===== src/rtl/core/kls_pkg.sv =====
// kls_pkg: types and constants shared by the keyframe sampler modules
// no dependencies

package kls_pkg;

  localparam int TIME_W   = 32;
  localparam int VAL_W    = 32;
  localparam int KIDX_W   = 6;
  localparam int KCNT_W   = 7;
  localparam int FRAC_W   = 16;
  // dividend is the time offset magnitude shifted up by the fraction bits
  localparam int DVD_W    = TIME_W + FRAC_W;
  localparam int DIV_STEPS = DVD_W;
  localparam int DCNT_W   = $clog2(DIV_STEPS + 1);

  localparam logic REQ_WRITE  = 1'b0;
  localparam logic REQ_SAMPLE = 1'b1;

  typedef struct packed {
    logic                     req_type;
    logic [KIDX_W-1:0]        key_index;
    logic [TIME_W-1:0]        key_time;
    logic signed [VAL_W-1:0]  value_x;
    logic signed [VAL_W-1:0]  value_y;
    logic signed [VAL_W-1:0]  value_z;
    logic [TIME_W-1:0]        sample_time;
  } in_item_t;

  typedef struct packed {
    logic signed [VAL_W-1:0]  out_x;
    logic signed [VAL_W-1:0]  out_y;
    logic signed [VAL_W-1:0]  out_z;
    logic [KIDX_W-1:0]        segment_index;
    logic                     saturated;
  } out_item_t;

  typedef struct packed {
    logic signed [VAL_W-1:0] x;
    logic signed [VAL_W-1:0] y;
    logic signed [VAL_W-1:0] z;
  } vec3_t;

  typedef enum logic [3:0] {
    S_IDLE,
    S_WALK_RD,
    S_WALK_CMP,
    S_T0_RD,
    S_T0_CHK,
    S_DIV,
    S_FSAT,
    S_VA_RD,
    S_VB_LD,
    S_MUL,
    S_ADD,
    S_KEY_RD,
    S_KEY_OUT,
    S_RES_OUT
  } kls_state_t;

  typedef enum logic {
    ADDR_CUR,
    ADDR_NEXT
  } addr_sel_t;

  typedef struct packed {
    logic      key_wr;
    logic      start;
    addr_sel_t addr_sel;
    logic      idx_inc;
    logic      t1_ld;
    logic      div_start;
    logic      div_run;
    logic      fsat_ld;
    logic      a_ld;
    logic      b_ld;
    logic      mul;
    logic      acc;
    logic      emit_key;
    logic      emit_res;
  } kls_cmd_t;

  typedef struct packed {
    logic last_hit;
    logic next_le_t;
    logic t1_le_t0;
    logic div_done;
    logic comp_last;
    logic out_free;
  } kls_status_t;

endpackage


===== src/rtl/core/kls_ctrl.sv =====
// kls_ctrl: sequencer for key writes and sample requests
// drives kls_dp through kls_pkg command and status structs

module kls_ctrl (
  input  logic                  clk,
  input  logic                  rst_n,
  input  logic                  in_valid,
  input  logic                  in_req_type,
  output logic                  in_stall,
  input  kls_pkg::kls_status_t  status,
  output kls_pkg::kls_cmd_t     cmd
);

  kls_pkg::kls_state_t state_r;
  kls_pkg::kls_state_t state_nxt;

  always_ff @(posedge clk) begin
    if (!rst_n) begin
      state_r <= kls_pkg::S_IDLE;
    end else begin
      state_r <= state_nxt;
    end
  end

  always_comb begin
    state_nxt    = state_r;
    cmd          = '0;
    cmd.addr_sel = kls_pkg::ADDR_CUR;
    in_stall     = (state_r != kls_pkg::S_IDLE);
    case (state_r)
      kls_pkg::S_IDLE: begin
        if (in_valid) begin
          if (in_req_type == kls_pkg::REQ_WRITE) begin
            cmd.key_wr = 1'b1;
          end else begin
            cmd.start = 1'b1;
            state_nxt = kls_pkg::S_WALK_RD;
          end
        end
      end
      kls_pkg::S_WALK_RD: begin
        if (status.last_hit) begin
          state_nxt = kls_pkg::S_KEY_RD;
        end else begin
          cmd.addr_sel = kls_pkg::ADDR_NEXT;
          state_nxt    = kls_pkg::S_WALK_CMP;
        end
      end
      kls_pkg::S_WALK_CMP: begin
        if (status.next_le_t) begin
          cmd.idx_inc = 1'b1;
          state_nxt   = kls_pkg::S_WALK_RD;
        end else begin
          cmd.t1_ld = 1'b1;
          state_nxt = kls_pkg::S_T0_RD;
        end
      end
      kls_pkg::S_T0_RD: begin
        state_nxt = kls_pkg::S_T0_CHK;
      end
      kls_pkg::S_T0_CHK: begin
        // empty or reversed segment returns the left key
        if (status.t1_le_t0) begin
          state_nxt = kls_pkg::S_KEY_RD;
        end else begin
          cmd.div_start = 1'b1;
          state_nxt     = kls_pkg::S_DIV;
        end
      end
      kls_pkg::S_DIV: begin
        if (status.div_done) begin
          state_nxt = kls_pkg::S_FSAT;
        end else begin
          cmd.div_run = 1'b1;
        end
      end
      kls_pkg::S_FSAT: begin
        cmd.fsat_ld = 1'b1;
        state_nxt   = kls_pkg::S_VA_RD;
      end
      kls_pkg::S_VA_RD: begin
        cmd.a_ld     = 1'b1;
        cmd.addr_sel = kls_pkg::ADDR_NEXT;
        state_nxt    = kls_pkg::S_VB_LD;
      end
      kls_pkg::S_VB_LD: begin
        cmd.b_ld  = 1'b1;
        state_nxt = kls_pkg::S_MUL;
      end
      kls_pkg::S_MUL: begin
        cmd.mul   = 1'b1;
        state_nxt = kls_pkg::S_ADD;
      end
      kls_pkg::S_ADD: begin
        cmd.acc = 1'b1;
        if (status.comp_last) begin
          state_nxt = kls_pkg::S_RES_OUT;
        end else begin
          state_nxt = kls_pkg::S_MUL;
        end
      end
      kls_pkg::S_KEY_RD: begin
        state_nxt = kls_pkg::S_KEY_OUT;
      end
      kls_pkg::S_KEY_OUT: begin
        // read address stays on the key so its value holds while waiting
        if (status.out_free) begin
          cmd.emit_key = 1'b1;
          state_nxt    = kls_pkg::S_IDLE;
        end
      end
      kls_pkg::S_RES_OUT: begin
        if (status.out_free) begin
          cmd.emit_res = 1'b1;
          state_nxt    = kls_pkg::S_IDLE;
        end
      end
      default: begin
        state_nxt = kls_pkg::S_IDLE;
      end
    endcase
  end

endmodule


===== config.mk =====
export PLATFORM = sky130hd
export DESIGN_NAME = kls_ctrl
export DESIGN_NICKNAME = d
export VERILOG_FILES = /design/src/rtl/core/kls_pkg.sv /design/src/rtl/core/kls_ctrl.sv
export SDC_FILE = /design/constraint.sdc
export NUM_CORES = 1
export LEC_CHECK = 0
export ABC_CLOCK_PERIOD_IN_PS = 1100
export BUFFER_PORTS_ARGS = -buffer_cell sky130_fd_sc_hd__buf_2
export CAP_MARGIN = 20
export CORE_AREA = 10 10 47 49
export DETAILED_ROUTE_END_ITERATION = 10
export DIE_AREA = 0 0 57 59
export GPL_TIMING_DRIVEN = 0
export PLACE_DENSITY = 0.78
export SYNTH_ARGS = -nofsm -noshare
export SYNTH_HDL_FRONTEND = slang
export SYNTH_SLANG_ARGS = --single-unit

===== constraint.sdc =====
create_clock -name clk -period 1.1 [get_ports clk]
set_input_delay 0.22 -clock clk [delete_from_list [all_inputs] [get_ports clk]]
set_output_delay 0.22 -clock clk [all_outputs]
set_load 0.01 [all_outputs]

==> results.py, run 1 <==
metrics = {
    "power": {
        "netSwitchingPower_mw": 0.4771,
        "p_int_mw": 0.6961,
        "sequentialPowerShare_pct": 19.3,
        "power_per_cell_area_mw_per_mm2": 1249,
        "power_frac_clock_pct": 15.6,
        "sw_frac_of_total_pct": 40.66,
        "leakage_nw": 0.4183,
        "vdd.ir_drop.worst_mv": 0.8780,
        "pwr-share-comb_pct": 65.1,
    },
    "synthesis": {
        "syn-instance-count": 71,
        "ys_seq_area_share_pct": 16.84,
        "post_synth_instance_area_um2": 475.5,
        "synth_mux_area_share_pct": 0,
        "ys.warnings.count": 0,
        "netlist-cell-type-count": 28,
        "area_share_of_and_or_nand_nor_cells_after_synthesis_pct": 47.63,
        "flip_flop_and_latch_count_after_synthesis": 4,
        "synth_top_family_by_area": "simple AND/OR/NAND/NOR gates",
        "synth_fa_ha_area_share_pct": 0,
        "synth_compound_gate_area_share_pct": 23.95,
        "synthesis.nets": 81,
        "post_synth.cell_area_avg_um2": 6.697,
        "synthXorXnorAreaFrac_pct": 0,
    },
    "worst_setup_path": {
        "critical_path.endpoint": "cmd[11]",
        "rr_startpoint": "state_r[1]$_SDFFE_PN0P_",
        "element_type_at_the_critical_path_start": "flop",
        "timing.critical_path.from": "state_r[1]$_SDFFE_PN0P_",
        "crit_arrival_ns": 1.31,
        "required_ns": 0.88,
        "cp-end-kind": "primary output",
        "timing.reg2reg.setup_slack_ns": -0.18,
        "critical_path.reg2reg.endpoint": "state_r[0]$_SDFFE_PN0P_",
        "critical_path_peak_fanout": 6,
        "criticalPathCategory": "reg2out",
        "r2r_cells": 6,
    },
    "layout": {
        "final_design_area_no_fill_um2": 939.7,
        "post_route_cells_drive_above_1_share_pct": 78.18,
        "area_delta_synth_final_pct": 97.63,
        "largest-register": "state_r",
        "largest_registers": "state_r x4",
        "layout_commonest_cell": "buf_2",
        "antenna_cells": 0,
        "final_nets": 122,
        "num-fill-cells": 121,
        "largest_register_ffs": 4,
        "layout_common_cells": "22 x buf_2, 10 x buf_4, 7 x buf_6, 5 x nor2_2, 5 x nand2_1",
        "instances_no_fill": 126,
    },
    "run_status": {
        "violations": "negative setup slack",
        "outcome": "finished, violations left",
    },
    "floorplan": {
        "io-pin-count": 25,
        "initial_utilization_pct": 33.93,
        "coreArea_mm2": 0.001401,
        "std_cell_rows": 14,
        "die_width_um": 57,
        "dieHeight_um": 59,
        "fp.dieArea_mm2": 0.003363,
    },
    "global_route": {
        "global_route_wire_length_before_repair_mm": 3.118,
        "grt_pass1_vias": 666,
        "grt_max_degree": 11,
        "global_route.overflow_total": 0,
        "globalRouteTotalUtil_pct": 11.37,
        "grt_antenna_before_repair": 0,
    },
    "sta": {
        "fin_skew_ns": 0.007334,
        "totalNegativeSetupSlack_ns": -5.081,
        "rsz_0062_raised_after_global_routing": "yes",
        "setup_viol_count_final": 19,
        "fmax_mhz": 655.2,
        "final-max-slew-violation-count": 0,
        "timing_hold_violations_final": 0,
        "tightestPinTransition_ns": 0.2952,
        "final_period_minus_worst_setup_slack_ns": 1.526,
        "final.period_utilization_pct": 138.7,
        "finalHoldWorstSlack_ns": 0.2177,
        "setup_ws_ns": -0.4262,
        "max_slew_margin_pct": 80.18,
    },
    "detailed_routing": {
        "detailroute.via_count": 662,
        "remaining_drc_errors": 0,
        "routedWlPerCell_um": 15.21,
        "wirelength_mm": 1.917,
        "drt_first_pass_iters": 4,
        "detailedRoute.firstIterationViolations": 7,
        "post_drt_via_cell_ratio": 5.254,
        "remaining_number_of_nets_flagged_by_the_antenna_check_after_routing": 0,
    },
    "placement": {
        "gp_routability_congestion": 0.8536,
        "dp_slack_ns": -0.2506,
        "port_buffers": 24,
        "cells_after_dpl": 111,
        "dp_hpwl_mm": 1.241,
        "instance_area_at_placement_um2": 674.4,
    },
    "clock_tree": {
        "tritoncts": "done",
        "cts.clk_slew.worst_paths_ns": 0.04,
        "clock_sinks": 4,
        "cts_made_buffers": 3,
        "cts_htree_levels": 1,
        "clk_root_buffer_cell": "clkbuf_4",
        "maximum_clock_insertion_buffer_count": 2,
        "clock_latency_ns": 0.24,
    },
    "worst_hold_path": {
        "holdCritPathClass": "in2reg",
    },
    "flow_run": {
        "cap_viol_max_count": 0,
    },
}
power by group through the flow:
stage                     Sequential, mW  Combinational, mW  Clock (mW)
after floorplan                    0.192              0.354           0
after global placement             0.197              0.461           0
after detailed placement           0.200              0.474           0
after CTS                          0.199              0.664       0.197
after global routing               0.230              0.827       0.208
final                              0.226              0.764       0.183
cell type report:
| cell class | count | area (um2) | share of cell area, % |
|---|---|---|---|
| buffer | 3 | 37.54 | 3.995 |
| clock buffer | 3 | 22.52 | 2.397 |
| inverter | 4 | 18.77 | 1.997 |
| multi-input combinational | 58 | 489.2 | 52.06 |
| sequential | 4 | 95.09 | 10.12 |
| tap | 16 | 20.02 | 2.130 |
| timing repair buffer | 38 | 256.5 | 27.30 |
critical path, cell delays in order (launching register included):
cell and delay (ns):
dfxtp_4 0.36, buf_6 0.13, or3_4 0.32, a21oi_2 0.11, buf_2 0.14
kinds of logic after synthesis:
group                  Yosys count
AOI/OAI and AO/OA               17
buffers and inverters            9
DFF                              4
and+or+nand+nor                 41
synthesized netlist by cell type:
| master | n | area [um2] |
|---|---|---|
| nand2_1 | 11 | 41.29 |
| nor2_1 | 9 | 33.78 |
| a21oi_1 | 5 | 25.02 |
| o21ai_0 | 5 | 25.02 |
| dfxtp_1 | 4 | 80.08 |
| inv_1 | 4 | 15.01 |
| nor3_1 | 4 | 20.02 |
| nand3_1 | 3 | 15.01 |
| nor3b_1 | 3 | 22.52 |
| and2b_4 | 2 | 20.02 |
| buf_2 | 2 | 10.01 |
| buf_6 | 2 | 22.52 |
| nand2b_1 | 2 | 12.51 |
| a211oi_1 | 1 | 7.510 |
| a21oi_2 | 1 | 8.760 |
| a31oi_1 | 1 | 6.260 |
| a32oi_1 | 1 | 8.760 |
| a41oi_2 | 1 | 16.27 |
| and3_1 | 1 | 6.260 |
| buf_4 | 1 | 7.510 |
| nand2_2 | 1 | 6.260 |
| nand2b_2 | 1 | 8.760 |
| nor2b_1 | 1 | 6.260 |
| nor4_1 | 1 | 6.260 |
| nor4_4 | 1 | 21.27 |
| o2111a_1 | 1 | 11.26 |
| o21ai_1 | 1 | 5.000 |
| or3_1 | 1 | 6.260 |
timing repair:
action	CTS	global route
gates resized for setup	21	27
hold buffers	0	0
setup endpoints to repair	19	19
pin swaps	10	19
gates cloned	0	0
buffers inserted	10	7
through the flow:
stage	power, mW	utilization, %
floorplan	0.5466	-
global placement	0.6581	48.13
detailed placement	0.6736	48.13
CTS	1.059	59.46
global route	1.265	67.05
finish	1.173	67.05
layer usage:
metal	wire length, um	track usage (%)
met5	0	0
met4	44	7.047
met3	123	3.648
met2	1005	20.00
met1	745	11.41
worst min path at each step:
stage / start / endpoint / slack, ns / depth (start not counted)
after floorplan: rst_n / state_r[2]$_SDFFE_PN0P_ / 0.35 / 2
after global placement: rst_n / state_r[2]$_SDFFE_PN0P_ / 0.48 / 3
after detailed placement: rst_n / state_r[2]$_SDFFE_PN0P_ / 0.48 / 3
after CTS: rst_n / state_r[2]$_SDFFE_PN0P_ / 0.21 / 3
after global routing: rst_n / state_r[2]$_SDFFE_PN0P_ / 0.22 / 3
final: rst_n / state_r[2]$_SDFFE_PN0P_ / 0.22 / 3
(Power assumes the default switching activity.)
==> run 2, diff against run 1 <==
--- a/config.mk
+++ b/config.mk
@@ -5,7 +5,7 @@
 export SDC_FILE = /design/constraint.sdc
 export NUM_CORES = 1
 export LEC_CHECK = 0
-export ABC_CLOCK_PERIOD_IN_PS = 1100
+export ABC_CLOCK_PERIOD_IN_PS = 1300
 export BUFFER_PORTS_ARGS = -buffer_cell sky130_fd_sc_hd__buf_2
 export CAP_MARGIN = 20
 export CORE_AREA = 10 10 47 49
==> constraint.sdc (replaced) <==
create_clock -name clk -period 1.3 [get_ports clk]
set_input_delay 0.26 -clock clk [delete_from_list [all_inputs] [get_ports clk]]
set_output_delay 0.26 -clock clk [all_outputs]
set_load 0.01 [all_outputs]
==> run 2 against run 1 <==
The run still ends with negative setup slack left. Power decreased by 18%. Non-clock buffer count grew 1. Flip-flop and latch count stayed put. Final cell count is 0.79% higher. Final area shrank 1.6%. Via count increased by 2.0%. Sequential power fell by 19%. Highest routed layer unchanged.
==> results.py, run 2 (synthesis gave the netlist of run 1 again) <==
metrics = {
    "worst_setup_path": {
        "crit_arrival_ns": 1.30,
        "element_type_at_the_critical_path_start": "flop",
        "r2r_cells": 6,
        "cp-end-kind": "primary output",
        "critical_path_peak_fanout": 6,
        "required_ns": 1.04,
        "criticalPathCategory": "reg2out",
    },
    "detailed_routing": {
        "detailedRoute.firstIterationViolations": 11,
        "wirelength_mm": 1.980,
        "remaining_number_of_nets_flagged_by_the_antenna_check_after_routing": 0,
        "routedWlPerCell_um": 15.59,
        "drt_first_pass_iters": 4,
        "post_drt_via_cell_ratio": 5.315,
        "detailroute.via_count": 675,
        "remaining_drc_errors": 0,
    },
    "clock_tree": {
        "tritoncts": "done",
        "clk_root_buffer_cell": "clkbuf_4",
        "cts_htree_levels": 1,
        "cts.clk_slew.worst_paths_ns": 0.03,
        "cts_made_buffers": 3,
        "clock_sinks": 4,
        "maximum_clock_insertion_buffer_count": 2,
        "clock_latency_ns": 0.23,
    },
    "layout": {
        "post_route_cells_drive_above_1_share_pct": 68.47,
        "largest_register_ffs": 4,
        "antenna_cells": 0,
        "largest-register": "state_r",
        "num-fill-cells": 112,
        "layout_commonest_cell": "buf_2",
        "multiInputGateArea_um2": 455.4,
        "area_delta_synth_final_pct": 94.47,
        "regArea_um2": 95.09,
        "final_nets": 123,
        "layout_common_cells": "25 x buf_2, 8 x buf_4, 7 x buf_6, 6 x nor2_1, 6 x nand2_1",
        "largest_registers": "state_r x4",
    },
    "sta": {
        "final-max-slew-violation-count": 0,
        "tightestPinTransition_ns": 0.3097,
        "fin_skew_ns": 0.001722,
        "finalHoldWorstSlack_ns": 0.2678,
        "timing_hold_violations_final": 0,
        "final_period_minus_worst_setup_slack_ns": 1.564,
        "rsz_0062_raised_after_global_routing": "yes",
        "setup_ws_ns": -0.2639,
        "fmax_mhz": 639.4,
        "setup_viol_count_final": 15,
        "max_slew_margin_pct": 79.20,
        "final.period_utilization_pct": 120.3,
    },
    "global_route": {
        "grt_antenna_before_repair": 0,
        "grt_max_degree": 11,
        "grt_pass1_vias": 656,
        "global_route_wire_length_before_repair_mm": 2.670,
        "global_route.overflow_total": 0,
        "globalRouteTotalUtil_pct": 9.464,
    },
    "power": {
        "power_per_cell_area_mw_per_mm2": 1037,
        "fin_total_pwr_mw": 0.9587,
        "leakage_nw": 0.4296,
        "vdd.ir_drop.worst_mv": 0.6381,
    },
    "placement": {
        "gp_routability_congestion": 0.7738,
        "dp_hpwl_mm": 1.124,
        "port_buffers": 24,
    },
    "worst_hold_path": {
        "hold-path-cell-count": 3,
        "holdCritPathClass": "in2reg",
    },
    "floorplan": {
        "std_cell_rows": 14,
        "fp.dieArea_mm2": 0.003363,
        "io-pin-count": 25,
        "die_width_um": 57,
        "dieHeight_um": 59,
        "initial_utilization_pct": 33.93,
        "coreArea_mm2": 0.001401,
    },
    "run_status": {
        "violations": "negative setup slack",
        "outcome": "finished, violations left",
    },
    "flow_run": {
        "cap_viol_max_count": 0,
    },
}
## run 2: changes by cell type in the layout (fill, tap and decap cells not counted), sizes merged
cell      previous run  this run
clkbuf               3         4
clkinvlp             1         0
inv                  3         4
## run 2: worst paths after layout
check / slack (ns) / endpoint / from
worst max-delay path: -0.26 / cmd[11] / state_r[1]$_SDFFE_PN0P_
worst min-delay path: 0.27 / state_r[2]$_SDFFE_PN0P_ / rst_n
worst min register to register: 0.71 / state_r[3]$_SDFFE_PN0P_ / state_r[3]$_SDFFE_PN0P_
worst max register to register: 0.02 / state_r[0]$_SDFFE_PN0P_ / state_r[1]$_SDFFE_PN0P_
## run 2: repair_timing
item,4_1_cts,5_1_grt
endpoints found under the setup margin,15,16
hold buffers,0,0
gates resized for setup,31,20
buffers inserted,6,9
cloned,1,1
pin swaps,9,12
endpoints found under the hold margin,0,0
## run 2: layout make-up
type                            instances  area share, %
Tap cell                               16          2.165
Sequential cell                         4          10.28
Buffer                                  2          2.436
Timing Repair Buffer                   40          30.99
Clock buffer                            3          2.436
Inverter                                4          2.436
Multi-Input combinational cell         58          49.26
## run 2: power breakdown
group	switching [mW]	total (mW)	internal (mW)
logic	0.299	0.629	0.330
registers	0.0345	0.182	0.147
clock network	0.0455	0.148	0.103
total	0.379	0.959	0.580
## run 2: layer usage
| layer | track usage, % | share of wire [%] | routed length (um) |
|---|---|---|---|
| met5 | 0 | 0 | 0 |
| met4 | 6.040 | 1.2 | 24 |
| met3 | 3.004 | 7.1 | 141 |
| met2 | 16.28 | 52 | 1038 |
| met1 | 9.739 | 39 | 776 |
## run 2: per-stage QoR
stage | area, um2 | setup WS [ns] | util, % | TNS [ns] | std cells
after CTS | 784.5 | -0.2786 | 55.98 | -2.215 | 120
after detailed placement | 619.3 | -0.1051 | 44.20 | -0.3920 | 111
final | 924.6 | -0.2639 | 65.98 | -2.105 | 127
after global placement | 619.3 | -0.1067 | 44.20 | -0.2938 | 111
after floorplan | 479.2 | 0.002321 | - | 0 | 71
after global routing | 924.6 | -0.3292 | 65.98 | -2.949 | 127
## run 2: worst max-delay path, cell delays in order (launching register included)
cell and delay [ns]:
dfxtp_4 0.36, buf_6 0.13, or3_4 0.33, a21oi_2 0.12, buf_2 0.14
==> run 3, diff against run 2 <==
--- a/config.mk
+++ b/config.mk
@@ -5,6 +5,7 @@
 export SDC_FILE = /design/constraint.sdc
 export NUM_CORES = 1
 export LEC_CHECK = 0
+export ABC_AREA = 1
 export ABC_CLOCK_PERIOD_IN_PS = 1300
 export BUFFER_PORTS_ARGS = -buffer_cell sky130_fd_sc_hd__buf_2
 export CAP_MARGIN = 20
@@ -12,7 +13,8 @@
 export DETAILED_ROUTE_END_ITERATION = 10
 export DIE_AREA = 0 0 57 59
 export GPL_TIMING_DRIVEN = 0
-export PLACE_DENSITY = 0.78
+export PLACE_DENSITY = 0.75
+export RECOVER_POWER = 100
 export SYNTH_ARGS = -nofsm -noshare
 export SYNTH_HDL_FRONTEND = slang
 export SYNTH_SLANG_ARGS = --single-unit
==> run 3 against run 2 <==
The flow still finishes with violations (negative setup slack). Via count down 11%. Register-to-register slack better by 0.02 ns. Highest routed layer unchanged. Final cell count up 4.7%. Fmax up 7.8%. Sequential share of layout area up 1.8 points. Sequential power up 96%.
==> results.py, run 3 <==
metrics = {
    "worst_setup_path": {
        "criticalPathCategory": "reg2out",
        "critical_path_peak_fanout": 6,
        "crit_arrival_ns": 1.19,
        "cp-end-kind": "primary output",
        "element_type_at_the_critical_path_start": "flop",
        "required_ns": 1.04,
    },
    "floorplan": {
        "std_cell_rows": 14,
        "coreArea_mm2": 0.001401,
        "fp.dieArea_mm2": 0.003363,
        "initial_utilization_pct": 31.34,
        "dieHeight_um": 59,
        "io-pin-count": 25,
        "die_width_um": 57,
    },
    "global_route": {
        "global_route_wire_length_before_repair_mm": 2.497,
        "grt_max_degree": 7,
        "grt_antenna_before_repair": 0,
        "globalRouteTotalUtil_pct": 8.835,
        "grt_pass1_vias": 593,
        "global_route.overflow_total": 0,
    },
    "clock_tree": {
        "ctsHoldBuffers": 0,
        "clock_latency_ns": 0.23,
        "cts_htree_levels": 1,
        "tritoncts": "done",
        "clk_root_buffer_cell": "clkbuf_4",
        "cts_made_buffers": 3,
        "clock_sinks": 4,
        "maximum_clock_insertion_buffer_count": 2,
        "cts.clk_slew.worst_paths_ns": 0.04,
    },
    "detailed_routing": {
        "post_drt_via_cell_ratio": 4.541,
        "drt_first_pass_iters": 4,
        "routedWlPerCell_um": 11.48,
        "detailroute.via_count": 604,
        "detailedRoute.firstIterationViolations": 10,
        "wirelength_mm": 1.527,
        "remaining_drc_errors": 0,
        "remaining_number_of_nets_flagged_by_the_antenna_check_after_routing": 0,
    },
    "synthesis": {
        "post-synth-top-count-cell": "inv_1",
        "synthesis.nets": 90,
        "flip_flop_and_latch_count_after_synthesis": 4,
        "ys.warnings.count": 0,
        "netlist-cell-type-count": 16,
        "synth_top_area_share_pct": 18.23,
        "post_synth_most_frequent_cells": "19 x inv_1, 15 x nor2_1, 11 x nand2_1",
        "post_synth.cell_area_avg_um2": 5.490,
        "synth_flop_cell": "dfxtp_1",
        "synth_enable_flop_cells": 0,
        "netlist_top_cells_area": "dfxtp_1 18%, inv_1 16%, nor2_1 13%, nand2_1 9.4%, nand3_1 6.8%",
        "synth-async-reset-ratio_pct": 0,
        "synth.largest_area_cell": "dfxtp_1",
        "post_synth_instance_area_um2": 439.2,
        "ys_seq_area_share_pct": 18.23,
        "syn-instance-count": 80,
    },
    "sta": {
        "timing_hold_violations_final": 0,
        "rsz_0062_raised_after_global_routing": "yes",
        "fin_skew_ns": 0.001637,
        "setup_ws_ns": -0.1509,
        "final.period_utilization_pct": 111.6,
        "totalNegativeSetupSlack_ns": -1.405,
        "fmax_mhz": 689.2,
        "final-max-slew-violation-count": 0,
        "finalHoldWorstSlack_ns": 0.2428,
        "max_slew_margin_pct": 87.27,
        "final_period_minus_worst_setup_slack_ns": 1.451,
        "setup_viol_count_final": 15,
        "tightestPinTransition_ns": 0.1905,
    },
    "flow_run": {
        "cap_viol_max_count": 0,
    },
    "power": {
        "power_frac_clock_pct": 8.4,
        "sw_frac_of_total_pct": 50.18,
        "leakage_nw": 0.4480,
        "p_int_mw": 0.8942,
        "fin_total_pwr_mw": 1.795,
        "vdd.ir_drop.worst_mv": 1.105,
        "netSwitchingPower_mw": 0.9008,
        "power_per_cell_area_mw_per_mm2": 2277,
        "pwr-share-comb_pct": 71.8,
        "sequentialPowerShare_pct": 19.8,
    },
    "placement": {
        "instance_area_at_placement_um2": 584.3,
        "port_buffers": 24,
        "dp_hpwl_mm": 1.159,
        "cells_after_dpl": 120,
        "dp_slack_ns": -0.09205,
        "gp_routability_congestion": 0.7779,
    },
    "layout": {
        "final_design_area_no_fill_um2": 788.3,
        "layout_commonest_cell": "buf_2",
        "antenna_cells": 0,
        "largest-register": "state_r",
        "regArea_um2": 95.09,
        "area_delta_synth_final_pct": 79.49,
        "layout_common_cells": "21 x buf_2, 12 x inv_1, 10 x nand2_1, 9 x nor2_1, 9 x buf_4",
        "postLayoutCoreUtil_pct": 56.25,
        "largest_registers": "state_r x4",
        "instances_no_fill": 133,
        "multiInputGateArea_um2": 341.6,
        "post_route_cells_drive_above_1_share_pct": 64.10,
        "num-fill-cells": 134,
        "final_nets": 129,
        "largest_register_ffs": 4,
    },
    "run_status": {
        "violations": "negative setup slack",
        "outcome": "finished, violations left",
    },
    "worst_hold_path": {
        "holdCritPathClass": "in2reg",
    },
}
-- run 3: cell types whose count changed after synthesis, sizes merged, moves of 3 or more --
cell / before / now
a21oi: 6 / 2
buf: 5 / 0
inv: 4 / 22
nand2b: 3 / 0
nand3: 3 / 9
nor2: 9 / 20
o21ai: 6 / 0
-- run 3: critical path, cell delays in order (launching register included) --
cell and delay, ns:
dfxtp_4 0.39, inv_4 0.05, nor2_4 0.19, inv_2 0.07, o22ai_2 0.13, buf_2 0.15
-- run 3: cells by family (layout without fill, tap and decap cells) --
kind of cell,count (synthesis),in the layout,synth area share (%)
simple gates,50,50,58.41
buf+inv,23,60,19.66
flops,4,4,18.23
compound gates,3,3,3.705
-- run 3: power by group through the flow --
stage / combinational, mW / clock [mW] / sequential (mW)
4_1_cts: 1.06 / 0.161 / 0.347
2_1_floorplan: 0.643 / 0 / 0.256
5_1_grt: 1.42 / 0.164 / 0.369
6_report: 1.29 / 0.150 / 0.356
3_5_place_dp: 0.870 / 0 / 0.280
3_3_place_gp: 0.848 / 0 / 0.274
-- run 3: cell type report --
cell class,instances,share of cell area (%)
clock buffer,3,2.857
multi-input combinational,53,43.33
sequential,4,12.06
inverter,23,11.59
tap,16,2.540
timing repair buffer,34,27.62
-- run 3: path summary, 6_finish.rpt --
kind	from	to	slack (ns)	cells after the start
setup reg to reg	state_r[2]$_SDFFE_PN0P_	state_r[0]$_SDFFE_PN0P_	0.04	8
hold reg to reg	state_r[0]$_SDFFE_PN0P_	state_r[0]$_SDFFE_PN0P_	0.66	4
setup / recovery	state_r[2]$_SDFFE_PN0P_	cmd[11]	-0.15	5
hold / removal	rst_n	state_r[3]$_SDFFE_PN0P_	0.24	3
-- run 3: timing repair --
action                                 CTS  global route
endpoints found under the hold margin    0             0
setup endpoints to repair               15            16
pin swaps                                5            12
cloned                                   0             0
resized for setup                       20            17
setup buffers                            6             4
-- run 3: per-layer routing --
layer	wire length (um)	vias up	global-route usage, %
met3	104	4	2.790
li1	-	316	-
met1	570	270	8.722
met4	57	0	3.691
met5	0	-	0
met2	795	14	16.59
